`config.mk`:
```
export PLATFORM = sky130hd
export DESIGN_NAME = matrix2x2_power_mod_unit
export DESIGN_NICKNAME = d
export VERILOG_FILES = /design/src/rtl/core/m2pm_pkg.sv /design/src/rtl/core/matrix2x2_power_mod_unit.sv /design/src/rtl/core/m2pm_mulmod.sv /design/src/rtl/core/m2pm_reduce.sv
export SDC_FILE = /design/constraint.sdc
export NUM_CORES = 2
export LEC_CHECK = 0
export BUFFER_PORTS_ARGS = -buffer_cell sky130_fd_sc_hd__buf_2
export CORE_MARGIN = 1
export CORE_UTILIZATION = 60
export DETAILED_ROUTE_END_ITERATION = 6
export PLACE_DENSITY = 0.77
export SYNTH_ARGS = -nofsm -noshare
export SYNTH_HDL_FRONTEND = slang
export SYNTH_SLANG_ARGS = --single-unit
```
`constraint.sdc`:
```
create_clock -name clk -period 35.7 [get_ports clk]
set_input_delay 7.14 -clock clk [delete_from_list [all_inputs] [get_ports clk]]
set_output_delay 7.14 -clock clk [all_outputs]
set_load 0.005 [all_outputs]
```
`src/rtl/core/m2pm_pkg.sv`:
```
package m2pm_pkg;
	localparam int unsigned ElemWidth = 32;
	localparam int unsigned CntWidth  = $clog2(ElemWidth + 1);

	typedef logic [ElemWidth-1:0] elem_t;

	typedef enum logic [3:0] {
		ST_IDLE,
		ST_RED_LOAD,
		ST_RED_RUN,
		ST_EXP_CHECK,
		ST_MM_LOAD,
		ST_MM_RUN,
		ST_MM_SUM,
		ST_MM_NEXT,
		ST_DONE
	} state_t;

	typedef enum logic [1:0] {
		MM_ACC_BASE,
		MM_BASE_BASE
	} mm_kind_t;

	// Modular add for x, y < m, with a carry-safe compare.
	function automatic elem_t add_mod(input elem_t x, input elem_t y, input elem_t m);
		logic [ElemWidth:0] s;
		logic [ElemWidth:0] d;
		begin
			s = {1'b0, x} + {1'b0, y};
			d = s - {1'b0, m};
			add_mod = (s >= {1'b0, m}) ? d[ElemWidth-1:0] : s[ElemWidth-1:0];
		end
	endfunction
endpackage

```
`src/rtl/core/matrix2x2_power_mod_unit.sv`:
```
// Channel   | Ports                                         | Handshake
// input     | matrix_a00..a11, exponent, modulus            | start & !busy
// result    | result_r00..r11, status                       | done strobe, 1 cycle
// One transaction at a time; busy stays high through the done strobe.
// Steps: reduce the four base entries mod m, then per exponent bit up to two 2x2 products,
// each 8 bit-serial modular multiplies with a modular sum per entry; the bit-serial
// add-double loop of the multiplier sets the run time.
// Modulus zero: the accepted transaction goes straight to ST_DONE, and done is registered from that state.
// Reset clears all control state; the receiver cannot stall.
module matrix2x2_power_mod_unit (
	input  logic           clk,
	input  logic           arst_n,
	input  logic           start,
	output logic           busy,
	input  m2pm_pkg::elem_t matrix_a00,
	input  m2pm_pkg::elem_t matrix_a01,
	input  m2pm_pkg::elem_t matrix_a10,
	input  m2pm_pkg::elem_t matrix_a11,
	input  m2pm_pkg::elem_t exponent,
	input  m2pm_pkg::elem_t modulus,
	output logic           done,
	output m2pm_pkg::elem_t result_r00,
	output m2pm_pkg::elem_t result_r01,
	output m2pm_pkg::elem_t result_r10,
	output m2pm_pkg::elem_t result_r11,
	output logic           status
);
	import m2pm_pkg::*;

	state_t   state_q, state_d;
	elem_t    acc_q [4];
	elem_t    base_q [4];
	elem_t    new_q [4];
	elem_t    ex_q, m_q;
	elem_t    part_q;
	logic [1:0] idx_q;
	logic     half_q;
	mm_kind_t kind_q;
	logic     err_q;
	logic     done_q;
	logic     accept;

	logic  red_load, red_done, mm_load, mm_done;
	elem_t red_rem, mm_prod, mx, my;

	assign accept = start && !busy;

	m2pm_reduce u_red (
		.clk(clk), .arst_n(arst_n), .load(red_load), .a(base_q[idx_q]),
		.m(m_q), .done(red_done), .rem(red_rem)
	);

	m2pm_mulmod u_mul (
		.clk(clk), .arst_n(arst_n), .load(mm_load), .x(mx), .y(my),
		.m(m_q), .done(mm_done), .prod(mm_prod)
	);

	// Entry idx = {row, col}; term half picks p[row][half] * q[half][col].
	always_comb begin
		mx = (kind_q == MM_ACC_BASE) ? acc_q[{idx_q[1], half_q}] : base_q[{idx_q[1], half_q}];
		my = base_q[{half_q, idx_q[0]}];
	end

	always_comb begin
		state_d  = state_q;
		red_load = 1'b0;
		mm_load  = 1'b0;
		unique case (state_q)
			ST_IDLE:      if (accept) state_d = (modulus == '0) ? ST_DONE : ST_RED_LOAD;
			ST_RED_LOAD: begin
				red_load = 1'b1;
				state_d  = ST_RED_RUN;
			end
			ST_RED_RUN:   if (red_done) state_d = (idx_q == 2'd3) ? ST_EXP_CHECK : ST_RED_LOAD;
			ST_EXP_CHECK: state_d = (ex_q == '0) ? ST_DONE : ST_MM_LOAD;
			ST_MM_LOAD: begin
				mm_load = 1'b1;
				state_d = ST_MM_RUN;
			end
			ST_MM_RUN:    if (mm_done) state_d = half_q ? ST_MM_SUM : ST_MM_LOAD;
			ST_MM_SUM:    state_d = (idx_q == 2'd3) ? ST_MM_NEXT : ST_MM_LOAD;
			ST_MM_NEXT:   state_d = ST_MM_LOAD;
			ST_DONE:      state_d = ST_IDLE;
			default:      state_d = ST_IDLE;
		endcase
		if (state_q == ST_MM_NEXT) begin
			if (kind_q == MM_ACC_BASE) begin
				state_d = ((ex_q >> 1) != '0) ? ST_MM_LOAD : ST_DONE;
			end else begin
				state_d = ST_EXP_CHECK;
			end
		end
		if (state_q == ST_EXP_CHECK && ex_q != '0 && !ex_q[0]) begin
			state_d = ((ex_q >> 1) != '0) ? ST_MM_LOAD : ST_DONE;
		end
	end

	always_ff @(posedge clk or negedge arst_n) begin
		if (!arst_n) begin
			state_q <= ST_IDLE;
			done_q  <= 1'b0;
			idx_q   <= '0;
			half_q  <= 1'b0;
			kind_q  <= MM_ACC_BASE;
			err_q   <= 1'b0;
		end else begin
			state_q <= state_d;
			done_q  <= (state_q == ST_DONE);
			unique case (state_q)
				ST_IDLE: if (accept) begin
					idx_q  <= '0;
					half_q <= 1'b0;
					err_q  <= (modulus == '0);
				end
				ST_RED_RUN: if (red_done) idx_q <= idx_q + 1'b1;
				ST_EXP_CHECK: begin
					idx_q  <= '0;
					half_q <= 1'b0;
					kind_q <= ex_q[0] ? MM_ACC_BASE : MM_BASE_BASE;
				end
				ST_MM_RUN: if (mm_done) half_q <= ~half_q;
				ST_MM_SUM: idx_q <= idx_q + 1'b1;
				ST_MM_NEXT: begin
					idx_q  <= '0;
					half_q <= 1'b0;
					kind_q <= MM_BASE_BASE;
				end
				default: ;
			endcase
		end
	end

	always_ff @(posedge clk) begin
		unique case (state_q)
			ST_IDLE: if (accept) begin
				base_q[0] <= matrix_a00;
				base_q[1] <= matrix_a01;
				base_q[2] <= matrix_a10;
				base_q[3] <= matrix_a11;
				acc_q[0]  <= elem_t'(1);
				acc_q[1]  <= '0;
				acc_q[2]  <= '0;
				acc_q[3]  <= elem_t'(1);
				ex_q      <= exponent;
				m_q       <= modulus;
			end
			ST_RED_RUN: if (red_done) base_q[idx_q] <= red_rem;
			ST_MM_RUN: if (mm_done && !half_q) part_q <= mm_prod;
			ST_MM_SUM: new_q[idx_q] <= add_mod(part_q, mm_prod, m_q);
			ST_MM_NEXT: begin
				if (kind_q == MM_ACC_BASE) begin
					acc_q <= new_q;
					if ((ex_q >> 1) == '0) ex_q <= '0;
				end else begin
					base_q <= new_q;
					ex_q   <= ex_q >> 1;
				end
			end
			ST_EXP_CHECK: if (ex_q != '0 && !ex_q[0] && (ex_q >> 1) == '0) ex_q <= '0;
			default: ;
		endcase
	end

	assign busy       = (state_q != ST_IDLE) || done_q;
	assign done       = done_q;
	assign status     = err_q;
	assign result_r00 = err_q ? '0 : acc_q[0];
	assign result_r01 = err_q ? '0 : acc_q[1];
	assign result_r10 = err_q ? '0 : acc_q[2];
	assign result_r11 = err_q ? '0 : acc_q[3];

	a_done_after_done_state: assert property (@(posedge clk) disable iff (!arst_n)
		done |-> $past(state_q) == ST_DONE) else $error("done without finish");
	a_busy_on_done: assert property (@(posedge clk) disable iff (!arst_n)
		done |-> busy) else $error("idle at done");
	a_start_leaves_idle: assert property (@(posedge clk) disable iff (!arst_n)
		(state_q == ST_IDLE && start && !done_q) |=> state_q != ST_IDLE)
		else $error("start dropped");
endmodule

```
`src/rtl/core/m2pm_mulmod.sv`:
```
module m2pm_mulmod (
	input  logic           clk,
	input  logic           arst_n,
	input  logic           load,
	input  m2pm_pkg::elem_t x,
	input  m2pm_pkg::elem_t y,
	input  m2pm_pkg::elem_t m,
	output logic           done,
	output m2pm_pkg::elem_t prod
);
	import m2pm_pkg::*;

	elem_t x_q, y_q, acc_q;
	logic  run_q;

	always_ff @(posedge clk or negedge arst_n) begin
		if (!arst_n) begin
			run_q <= 1'b0;
		end else if (load) begin
			run_q <= 1'b1;
		end else if (run_q && y_q == '0) begin
			run_q <= 1'b0;
		end
	end

	always_ff @(posedge clk) begin
		if (load) begin
			x_q   <= x;
			y_q   <= y;
			acc_q <= '0;
		end else if (run_q && y_q != '0) begin
			if (y_q[0]) begin
				acc_q <= add_mod(acc_q, x_q, m);
			end
			x_q <= add_mod(x_q, x_q, m);
			y_q <= y_q >> 1;
		end
	end

	assign done = run_q && y_q == '0;
	assign prod = acc_q;
endmodule

```
`src/rtl/core/m2pm_reduce.sv`:
```
module m2pm_reduce (
	input  logic           clk,
	input  logic           arst_n,
	input  logic           load,
	input  m2pm_pkg::elem_t a,
	input  m2pm_pkg::elem_t m,
	output logic           done,
	output m2pm_pkg::elem_t rem
);
	import m2pm_pkg::*;

	elem_t            a_q;
	logic [ElemWidth:0] r_q;
	logic [CntWidth-1:0] cnt_q;
	logic             run_q;
	logic [ElemWidth:0] sh;

	assign sh = {r_q[ElemWidth-1:0], a_q[ElemWidth-1]};

	always_ff @(posedge clk or negedge arst_n) begin
		if (!arst_n) begin
			run_q <= 1'b0;
			cnt_q <= '0;
		end else if (load) begin
			run_q <= 1'b1;
			cnt_q <= CntWidth'(ElemWidth);
		end else if (run_q && cnt_q != '0) begin
			cnt_q <= cnt_q - 1'b1;
		end else begin
			run_q <= 1'b0;
		end
	end

	always_ff @(posedge clk) begin
		if (load) begin
			a_q <= a;
			r_q <= '0;
		end else if (run_q && cnt_q != '0) begin
			a_q <= a_q << 1;
			r_q <= (sh >= {1'b0, m}) ? sh - {1'b0, m} : sh;
		end
	end

	assign done = run_q && cnt_q == '0;
	assign rem  = r_q[ElemWidth-1:0];
endmodule
```
==> impl_summary.txt <==
----------------------------------------------------
[Status]
  Outcome ... finished clean

[STA]
  Final sum of negative setup slack ... 0 ns
  Remaining max-slew budget at the tightest pin ... approximately 18%
  Final setup violation count ... 0
  Worst Hold Slack ... around 0.51 ns
  Final period util ... between 20% and 30%
  Final Critical Period ... roughly 10 ns
  Worst slew pin tran ... 1.22 ns
  Final WS setup ... 25.36 ns
  FMAX ... just under 100 MHz
  Unrepaired setup endpoints after global routing ... false
  Setup Skew ... 0.0249 ns
  Final number of max-transition violations ... 0
  Final Hold Viols ... 0

[Critical path]
  Required @ worst endpoint ... around 36 ns
  Depth of the worst register-to-register path ... 20
  Worst setup path class ... in2reg
  Setup crit end kind ... flip-flop
  Largest fanout of any net on the critical path ... between 70 and 80
  Worst Setup Start Kind ... input pin
  Data arrival time of the critical path ... about 11 ns

[Global routing]
  Total congestion overflow ... 0
  Total GRT Usage ... a little over a third
  Via count of the first global-routing pass ... slightly above 30k
  Wire length of the first global-routing pass ... around 190,000 um
  Number of antenna violations at the first check in global routing ... 4
  Pin count of the biggest net entering global routing ... 108

[Floorplanning]
  Number of rows created at floorplan ... between 90 and 100
  Count of pins on the block boundary ... between 300 and 400
  Core Box Area ... 67,300 sq um
  Floorplan die area ... a little under 70,000 sq um
  Horizontal die dimension ... ~260 um
  DIE HEIGHT ... between 200 and 300 um
  Starting Density ... 60.7%

[Detailed routing]
  DRC viols ... 0
  Avg WL per Cell ... about 25 um
  Drt pass-1 iters ... 6
  DRT antenna net count ... 0
  Iteration-0 DRC count of the detailed router ... around 3.7k
  Via total after detailed routing ... between 30k and 40k
  Total wire length after detailed routing ... ~120,000 um
  Vias per inst ... 6.50

[Power]
  Combinational share of power ... roughly 1.1%
  Total chip power ... about 1.6 mW
  Leakage power summed over all cells ... around 17 nW
  Share of power burned in registers ... between 50% and 60%
  Fraction of power consumed by the clock network ... 47.7%
  IR Drop Worst-Case VDD ... approximately 0.046 mV
  Int Power ... about 1.3 mW
  Psw ... roughly 0.33 mW
  Cell Pwr Density ... ~35 nW/um^2
  Switching power share of the total ... roughly a fifth

[Placed design]
  Routability congestion estimate ... roughly 0.96
  Worst slack, placed ... roughly 25 ns
  Number of placed instances, taps included ... about 4.9k
  Detailed Place HPWL ... approximately 90,000 um
  Placement-stage cell area ... 43,200 sq um
  Count of port buffers added during placement ... about 330

[Final layout]
  Area growth syn-to-layout ... 11.8%
  End-of-flow core utilization ... between 60 and 70%
  Finished Layout Cells ... about 5.0k
  Final standard cell area without fillers ... about 46,000 sq um
  # fillers ... 5,058
  Ant. Diodes ... 0
  Share of layout cells above drive strength 1 ... between 15 and 20%
  Final-stage net count ... roughly 4.5k

[Flow run]
  Number of maximum-capacitance violations ... 0

[Synthesis]
  Ranking of synthesized cells by instance count ... edfxtp_1, nor2_1, a21oi_1
  Main area contributors after synthesis ... edfxtp_1, ha_1, mux2i_1, mux4_2, a21oi_1
  Most numerous cell in the Yosys netlist ... edfxtp_1
  Synthesized flop and latch total ... ~660
  Number of warnings issued by yosys ... 0
  Dominant cell type by area after synthesis ... edfxtp_1
  Synthesized Nets ... ~4.2k
  Share of async-settable or async-resettable flops after synthesis ... between 2 and 3%
  Post-Syn Instances ... 3,818
  Most used DFF post-synth ... edfxtp_1
  Post-Synthesis Mean Instance Area ... roughly 11 sq um
  Post-synth EDFFs ... 576
  Sequential fraction of the synthesis area ... between 40% and 50%
  Post-synthesis cell type count ... a little over 80
  Fraction of post-synthesis cell area in the top cell type by area ... about 42%
  Area of the mapped netlist ... about 41,000 sq um

[Min path]
  Count of cells along the worst hold path ... 0
  Hold Path Class ... reg2reg

[Clock tree]
  Clock transition at the register clock pins on the worst setup and hold paths after CTS ... around 0.06 ns
  Clock latency at the later pin of the worst-skew pair ... roughly 0.63 ns
  Maximum root-to-sink buffer count ... 3
  Resize count post-CTS ... 0
  Hold-fix buffers at CTS ... 0
  Total clock buffers created by CTS ... 72
  Number of H-tree levels ... 3
  Clock tree from TritonCTS ... done
  Count of buffers added by post-CTS timing repair for setup ... 0
  Clock root cell ... clkbuf_16
  Number of clock sinks seen by CTS ... around 660

----------------------------------------------------
==> path summary, 6_finish.rpt <==
kind / startpoint / endpoint / slack (ns)
worst max-delay path: start / base_q[66] / 25.36
worst min-delay path: u_mul.prod[9] / part_q[9] / 0.51
worst max register to register: part_q[0] / new_q[96] / 28.74
worst min register to register: u_mul.prod[9] / part_q[9] / 0.51
max in group asynchronous: arst_n / idx_q[0] / 28.85
min in group asynchronous: arst_n / half_q / 6.47
==> power groups by stage <==
stage | Clock, mW | Sequential (mW) | Combinational [mW]
2_1_floorplan | 0 | 0.842 | 0.00187
3_3_place_gp | 0 | 0.842 | 0.0168
3_5_place_dp | 0 | 0.842 | 0.0170
4_1_cts | 0.770 | 0.825 | 0.0172
5_1_grt | 0.799 | 0.825 | 0.0180
6_report | 0.769 | 0.825 | 0.0173
==> state kept, by name, summed over array words and instances, names as in the netlist, 2 cells and up <==
name,flops
acc_q,128
base_q,128
new_q,128
ex_q,32
m_q,32
part_q,32
u_mul.prod,32
u_mul.x_q,32
u_mul.y_q,32
u_red.a_q,32
u_red.r_q,32
u_red.cnt_q,6
state_q,4
idx_q,2
==> worst max-delay path, cell delays in order <==
cell and delay, ns:
buf_2 0.07, nand2_1 0.13, inv_1 0.09, buf_4 0.42
o21ai_0 0.32, a211oi_4 0.81, buf_4 0.59, buf_4 0.87
==> layout make-up <==
class	count	area, sq um	share of cell area, %
Multi-Input combinational cell	2857	20700	45.4
Sequential cell	658	19000	41.8
Clock buffer	101	2050	4.49
Timing Repair Buffer	369	1960	4.29
Tap cell	873	1090	2.39
Clock inverter	32	379	0.831
Inverter	98	368	0.807
==> cells in the final DEF, fill, tap and decap left out, types with 54 or more instances in the layout <==
| cell | count |
|---|---|
| clkbuf_16 | 76 |
| ha_1 | 194 |
| a21o_1 | 78 |
| and2_1 | 141 |
| mux4_2 | 68 |
| dfxtp_1 | 64 |
| mux2i_1 | 214 |
| xor2_1 | 54 |
| a21oi_1 | 294 |
| inv_1 | 97 |
| nor2_1 | 344 |
| edfxtp_1 | 576 |
| a211o_1 | 134 |
| nand2_1 | 215 |
| nor2b_1 | 169 |
| xnor2_1 | 105 |
| o21ai_0 | 223 |
| a211oi_1 | 72 |
| buf_2 | 325 |
==> metal layers <==
layer  vias up  track usage, %  routed length, um
met5         -               0                 27
met4         4            15.6               5930
met3       328            5.96              11400
met2      1756            56.8              57700
met1     15512            47.6              49600
li1      14843               -                  -
==> cells by family after synthesis <==
kind of cell	after synthesis	share of synthesized area, %
flip-flops	658	46.6
adder cells (fa/ha/maj)	204	6.37
buffers and inverters	303	2.85
AND/OR/NAND/NOR	1122	13.5
XOR/XNOR	159	3.41
AO/OA/AOI/OAI	1050	17.1
multiplexers	322	10.1
(Power assumes the default switching activity.)
